==> src/rtl/qgi_pkg.sv <==
`default_nettype none
// ----------------------------------------------------------------------------
// qgi_pkg
// Shared types, widths and the rotate step schedule of the quaternion gyro
// integrator.
// ----------------------------------------------------------------------------
package qgi_pkg;

  // Component width and derived datapath widths
  localparam int unsigned COMP_W    = 32;
  localparam int unsigned SUM_W     = COMP_W + 4;   // unnormalized component
  localparam int unsigned MAG_W     = COMP_W + 3;   // its magnitude
  localparam int unsigned PROD_W    = 2 * COMP_W;   // multiplier product
  localparam int unsigned SQ_W      = 2 * COMP_W;   // sum of squares
  localparam int unsigned CNT_W     = $clog2(COMP_W + 1);
  localparam int unsigned ROT_STEPS = 12;
  localparam int unsigned SQR_STEPS = 4;

  typedef logic signed [COMP_W-1:0] comp_t;

  localparam logic [COMP_W-1:0] ONE_Q = {2'b01, {(COMP_W-2){1'b0}}};

  // Request type codes
  localparam logic REQ_LOAD   = 1'b0;
  localparam logic REQ_ROTATE = 1'b1;

  // Component and angle indexes
  localparam logic [1:0] IDX_W = 2'd0;
  localparam logic [1:0] IDX_X = 2'd1;
  localparam logic [1:0] IDX_Y = 2'd2;
  localparam logic [1:0] IDX_Z = 2'd3;
  localparam logic [1:0] ANG_X = 2'd0;
  localparam logic [1:0] ANG_Y = 2'd1;
  localparam logic [1:0] ANG_Z = 2'd2;

  // Rotate schedule: product comp*angle, added to or subtracted from dest
  localparam logic [1:0] ROT_COMP [ROT_STEPS] = '{
    IDX_X, IDX_Y, IDX_Z,
    IDX_W, IDX_Y, IDX_Z,
    IDX_W, IDX_X, IDX_Z,
    IDX_W, IDX_X, IDX_Y};
  localparam logic [1:0] ROT_ANG [ROT_STEPS] = '{
    ANG_X, ANG_Y, ANG_Z,
    ANG_X, ANG_Z, ANG_Y,
    ANG_Y, ANG_Z, ANG_X,
    ANG_Z, ANG_Y, ANG_X};
  localparam logic [1:0] ROT_DEST [ROT_STEPS] = '{
    IDX_W, IDX_W, IDX_W,
    IDX_X, IDX_X, IDX_X,
    IDX_Y, IDX_Y, IDX_Y,
    IDX_Z, IDX_Z, IDX_Z};
  localparam logic ROT_SUB [ROT_STEPS] = '{
    1'b1, 1'b1, 1'b1,
    1'b0, 1'b0, 1'b1,
    1'b0, 1'b1, 1'b0,
    1'b0, 1'b0, 1'b1};

  typedef struct packed {
    logic  req_type;
    comp_t load_w;
    comp_t load_x;
    comp_t load_y;
    comp_t load_z;
    comp_t angle_x;
    comp_t angle_y;
    comp_t angle_z;
  } qgi_req_t;

  typedef struct packed {
    comp_t out_w;
    comp_t out_x;
    comp_t out_y;
    comp_t out_z;
    logic  zero_norm;
  } qgi_rsp_t;

  typedef enum logic [3:0] {
    ST_IDLE,
    ST_MUL,
    ST_MDRAIN,
    ST_ABS,
    ST_SHIFT,
    ST_SQR,
    ST_SDRAIN,
    ST_INIT,
    ST_SQRT,
    ST_DIV,
    ST_FINISH
  } qgi_state_e;

  typedef enum logic [1:0] {
    MUL_NONE,
    MUL_ROT,
    MUL_SQR
  } qgi_mul_e;

  typedef struct packed {
    logic       accept;
    qgi_mul_e   mul_op;
    logic [3:0] step;
    logic       abs_en;
    logic       shift_en;
    logic       init_en;
    logic       sqrt_en;
    logic       div_en;
    logic       finish;
  } qgi_cmd_t;

  typedef struct packed {
    logic mag_zero;
    logic shift_done;
  } qgi_sts_t;

endpackage
`default_nettype wire

==> src/rtl/qgi_ctrl.sv <==
`default_nettype none
// ----------------------------------------------------------------------------
// qgi_ctrl
// Sequencer: steps the shared multiplier, normalize shift, square root and
// divider lanes, and holds the result valid flag.
// ----------------------------------------------------------------------------
module qgi_ctrl (
  input  wire               clk_i,
  input  wire               rst_ni,
  input  wire               in_valid_i,
  input  wire               req_type_i,
  output logic              in_stall_o,
  output logic              out_valid_o,
  input  wire               out_stall_i,
  input  qgi_pkg::qgi_sts_t sts_i,
  output qgi_pkg::qgi_cmd_t cmd_o
);
  import qgi_pkg::*;

  qgi_state_e        state_q, state_d;
  logic [CNT_W-1:0]  cnt_q, cnt_d;
  logic              out_valid_q, out_valid_d;
  logic              out_busy;

  assign out_busy = out_valid_q && out_stall_i;

  // State register
  always_ff @(posedge clk_i or negedge rst_ni) begin
    if (!rst_ni) begin
      state_q     <= ST_IDLE;
      cnt_q       <= '0;
      out_valid_q <= 1'b0;
    end else begin
      state_q     <= state_d;
      cnt_q       <= cnt_d;
      out_valid_q <= out_valid_d;
    end
  end

  // Next state
  always_comb begin
    state_d = state_q;
    cnt_d   = cnt_q + CNT_W'(1);
    unique case (state_q)
      ST_IDLE: begin
        cnt_d = '0;
        if (in_valid_i) begin
          state_d = (req_type_i == REQ_ROTATE) ? ST_MUL : ST_ABS;
        end
      end
      ST_MUL: begin
        if (cnt_q == CNT_W'(ROT_STEPS - 1)) begin
          state_d = ST_MDRAIN;
        end
      end
      ST_MDRAIN: state_d = ST_ABS;
      ST_ABS:    state_d = ST_SHIFT;
      ST_SHIFT: begin
        cnt_d = '0;
        if (sts_i.mag_zero) begin
          state_d = ST_FINISH;
        end else if (sts_i.shift_done) begin
          state_d = ST_SQR;
        end
      end
      ST_SQR: begin
        if (cnt_q == CNT_W'(SQR_STEPS - 1)) begin
          state_d = ST_SDRAIN;
        end
      end
      ST_SDRAIN: state_d = ST_INIT;
      ST_INIT: begin
        cnt_d   = '0;
        state_d = ST_SQRT;
      end
      ST_SQRT: begin
        if (cnt_q == CNT_W'(COMP_W - 1)) begin
          cnt_d   = '0;
          state_d = ST_DIV;
        end
      end
      ST_DIV: begin
        if (cnt_q == CNT_W'(COMP_W - 2)) begin
          state_d = ST_FINISH;
        end
      end
      ST_FINISH: begin
        if (!out_busy) begin
          state_d = ST_IDLE;
        end
      end
      default: state_d = ST_IDLE;
    endcase
  end

  // Commands
  always_comb begin
    cmd_o      = '0;
    cmd_o.step = cnt_q[3:0];
    unique case (state_q)
      ST_IDLE:   cmd_o.accept   = in_valid_i;
      ST_MUL:    cmd_o.mul_op   = MUL_ROT;
      ST_ABS:    cmd_o.abs_en   = 1'b1;
      ST_SHIFT:  cmd_o.shift_en = 1'b1;
      ST_SQR:    cmd_o.mul_op   = MUL_SQR;
      ST_INIT:   cmd_o.init_en  = 1'b1;
      ST_SQRT:   cmd_o.sqrt_en  = 1'b1;
      ST_DIV:    cmd_o.div_en   = 1'b1;
      ST_FINISH: cmd_o.finish   = !out_busy;
      default:   cmd_o.mul_op   = MUL_NONE;
    endcase
  end

  // Result valid: set on finish, cleared when the item is taken
  always_comb begin
    out_valid_d = out_valid_q && out_stall_i;
    if (cmd_o.finish) begin
      out_valid_d = 1'b1;
    end
  end

  assign in_stall_o  = (state_q != ST_IDLE);
  assign out_valid_o = out_valid_q;

endmodule
`default_nettype wire

==> config.mk <==
export PLATFORM = sky130hd
export DESIGN_NAME = qgi_ctrl
export DESIGN_NICKNAME = d
export VERILOG_FILES = /design/src/rtl/qgi_pkg.sv /design/src/rtl/qgi_ctrl.sv
export SDC_FILE = /design/constraint.sdc
export NUM_CORES = 1
export LEC_CHECK = 0
export BUFFER_PORTS_ARGS = -buffer_cell sky130_fd_sc_hd__buf_2
export CAP_MARGIN = 40
export CORE_MARGIN = 2
export CORE_UTILIZATION = 45
export DETAILED_ROUTE_END_ITERATION = 6
export PLACE_DENSITY = 0.82
export SETUP_SLACK_MARGIN = 0.02
export SYNTH_ARGS = -nofsm -noshare
export SYNTH_HDL_FRONTEND = slang
export SYNTH_SLANG_ARGS = --single-unit
export TNS_END_PERCENT = 1
==> constraint.sdc <==
create_clock -name clk_i -period 2.01 [get_ports clk_i]
set_clock_uncertainty 0.2 [all_clocks]
set_input_delay 0.1005 -clock clk_i [delete_from_list [all_inputs] [get_ports clk_i]]
set_output_delay 0.1005 -clock clk_i [all_outputs]
set_load 0.05 [all_outputs]
==> flow_summary_export.csv <==
group,metric,value,unit
logic_synthesis,syn-instance-count,87,
worst_setup_path,crit_required,1.96,ns
worst_setup_path,timing.critical_path.to_type,"register",
logic_synthesis,synth_area_leader_cell,"sky130_fd_sc_hd__dfrtp_1",
floorplan,initial_core_util,46.89,%
clock_network,ctsLongestPathBuffers,2,
routing,detailroute.via_count,744,
power_and_ir_drop,cellLeakagePower,0.0004731,uW
outcome,failing_checks,"negative setup slack",
floorplan,num_io_pins,22,
clock_network,cts.sink_count,11,
outcome,run_status,"finished with violations",
flow_run,max-cap-violations,0,
placement,dpl_cell_area,932.1,um2
logic_synthesis,synth_async_sr_flop_share,100.0,%
layout,post-route-cell-area,1006,um2
worst_hold_path,holdCritPathClass,"in -> async",
global_route,first_global_vias,668,
global_route,initial_antenna_violation_count,0,
routing,route.final.wire_length,1.881,mm
worst_setup_path,critical_path_arrival,1.96,ns
logic_synthesis,synth_ff_type,"sky130_fd_sc_hd__dfrtp_1",
floorplan,coreArea,1708,um2
routing,remaining_drc_errors,0,
routing,detail_route.iter0.violations,18,
placement,io_buffer_count,21,
clock_network,clk_pin_slew_worst_paths,0.07,ns
clock_network,clock_tree.root_cell,"sky130_fd_sc_hd__clkbuf_4",
timing,worst-slew-pin-transition,0.2945,ns
logic_synthesis,synthesis.area_per_instance,9.204,um2
timing,final-max-slew-violation-count,0,
timing,min_period_over_period,100.1,%
timing,timing.final.hold_violations,0,
global_route,grt_overflow_total,0,
logic_synthesis,yosys_warnings,0,
clock_network,cts_max_level,1,
placement,routabilityCongestion,0.9112,
clock_network,tritoncts,"yes",
worst_setup_path,critPathLaunchType,"register",
layout,final_nets,126,
clock_network,worst_skew_pair.late_latency,0.27,ns
logic_synthesis,postSynthNetCount,96,
routing,first_pass_iters,4,
worst_setup_path,path_max_fanout,3,
logic_synthesis,synth.area.top_cells,"sky130_fd_sc_hd__dfrtp_1, sky130_fd_sc_hd__nor2_1, sky130_fd_sc_hd__buf_4",
power_and_ir_drop,ir_worst_vdd,0.0002214,V
routing,drt.antenna.violating_nets,0,
floorplan,dieHeight,46.19,um
timing,final_critical_path_setup_slack,-0.002103,ns
global_route,grt_usage,19.90,%
routing,avgViaCountPerCell,5.277,
layout,area_delta_synth_final,25.62,%
logic_synthesis,synth_edf_count,0,
routing,avgRoutedWirePerCell,13.34,um
logic_synthesis,synthDistinctLibCells,37,
layout,drive_gt1_share,39.66,%
layout,antenna-diode-count,0,
logic_synthesis,synth_largest_type_area_fraction,34.38,%
power_and_ir_drop,power-per-cell-area,384.1,nW/um2
floorplan,num_rows,15,
global_route,grt_first_pass_wirelength,2.898,mm
timing,setup_viol_count_final,1,
timing,setup_repair_after_global_routing_missed_its_margin,"true",
clock_network,cts_made_buffers,3,
floorplan,fp.dieArea,2133,um2
worst_setup_path,worstReg2RegStart,"state_q[2]",
logic_synthesis,synth_seq_area_share,34.38,%
timing,timing.slew.headroom,80.28,%
layout,finish.utilization,58.90,%
timing,fin_crit,2.012,ns
layout,num-fill-cells,151,
timing,max_freq,0.4970,GHz
worst_setup_path,crit_type,"reg -> reg",
worst_setup_path,cp-startpoint,"state_q[2]",
logic_synthesis,yosys_register_bits,11,
placement,dp_hpwl,1.439,mm
floorplan,die_x,46.19,um
logic_synthesis,synthesis.area,800.8,um2
global_route,pin_count_of_the_biggest_net_entering_global_routing,12,
worst paths after layout:
kind                               to  cells past startpoint  slack [ns]
setup reg to reg           state_q[3]                      5      -0.002
max in group asynchronous  state_q[1]                      2        1.37
hold reg to reg              cnt_q[0]                      2        0.34
min in group clk_i         state_q[0]                      4        0.12
setup / recovery           state_q[3]                      5      -0.002
hold / removal             state_q[2]                      2        0.03
report_power, final:
group              switching (uW)  total [uW]  internal (uW)
logic                        8.68        17.1           8.42
registers      0.0000000000000631         221            221
clock network                71.2         148           76.8
total                        79.9         386            306
Yosys cell counts (2+ instances only):
master and n:
sky130_fd_sc_hd__nor2_1 17, sky130_fd_sc_hd__dfrtp_1 11, sky130_fd_sc_hd__buf_4 5, sky130_fd_sc_hd__a21oi_1 4
sky130_fd_sc_hd__nand2_1 4, sky130_fd_sc_hd__xor2_1 4, sky130_fd_sc_hd__buf_6 3, sky130_fd_sc_hd__inv_1 3
sky130_fd_sc_hd__nand3_1 3, sky130_fd_sc_hd__nor3_1 3, sky130_fd_sc_hd__ha_1 2, sky130_fd_sc_hd__o22ai_1 2
sky130_fd_sc_hd__xnor2_1 2
critical path, cell delays in order, from the launching register on:
cell and delay, ns:
sky130_fd_sc_hd__dfrtp_1 0.40, sky130_fd_sc_hd__or4_4 0.55, sky130_fd_sc_hd__o22ai_2 0.16, sky130_fd_sc_hd__a221o_1 0.16, sky130_fd_sc_hd__nand2b_4 0.14, sky130_fd_sc_hd__mux2_4 0.29
routing by layer:
layer / global-route usage (%) / part of all wire, % / routed length (um) / up-vias
met5: 0 / 0 / 0 / -
met4: 12.57 / 2.6 / 48 / 0
met3: 5.882 / 6.0 / 113 / 6
met2: 30.56 / 49 / 916 / 31
met1: 24.04 / 43 / 802 / 356
li1: - / - / - / 351
cell usage in the layout, fill, tap and decap left out, drive strengths merged, types with 3 or more instances in the layout:
| master | n |
|---|---|
| nand2 | 4 |
| inv | 3 |
| a21oi | 4 |
| nor2 | 18 |
| clkbuf | 5 |
| nor3 | 3 |
| dfrtp | 11 |
| xor2 | 4 |
| o22ai | 3 |
| nand3 | 3 |
| dlygate4sd3 | 3 |
| buf | 30 |
final cells by class:
cell class | instances | area [um2] | share of cell area [%]
multi-input cells | 64 | 449.2 | 44.65
flip-flops and latches | 11 | 275.3 | 27.36
repair buffers | 34 | 212.7 | 21.14
well taps | 25 | 31.28 | 3.109
clock buffers | 4 | 26.28 | 2.612
inverters | 3 | 11.26 | 1.119
through the flow:
stage	power [uW]	worst slack [ns]	std cells	setup TNS (ns)	hold slack [ns]
floorplan	226.5	-0.1053	87	-0.1702	-0.3951
global placement	237.9	0.08303	133	0	-0.2196
detailed placement	238.3	0.02344	133	0	-0.2141
CTS	391.4	0.007448	140	0	0.02819
global route	401.5	-0.04346	141	-0.04346	0.07210
finish	386.4	-0.002103	141	-0.002103	0.03176
kinds of logic (layout without fill, tap and decap cells):
| kind of cell | after synthesis | after routing | share of synthesized area [%] |
|---|---|---|---|
| muxes | 1 | 1 | 1.874 |
| DFF | 11 | 11 | 34.37 |
| AOI/OAI and AO/OA | 16 | 16 | 15.47 |
| adders and majority gates | 2 | 2 | 3.125 |
| buffers and inverters | 12 | 41 | 12.03 |
| and+or+nand+nor | 39 | 39 | 26.56 |
| xor gates and xnor gates | 6 | 6 | 6.562 |
flip-flops by register name (all words and copies together), names as in the netlist:
name,flops
cnt_q,6
state_q,4
out_valid_o,1
timing repair:
| item | CTS | global route |
|---|---|---|
| gates cloned | 0 | 0 |
| setup endpoints to repair | 1 | 2 |
| buffers inserted | 0 | 1 |
| resized for setup | 1 | 1 |
| pin swaps | 1 | 2 |
| hold endpoints to repair | 14 | 0 |
| hold buffers | 3 | 0 |
Power figures use the tool's default switching activity.
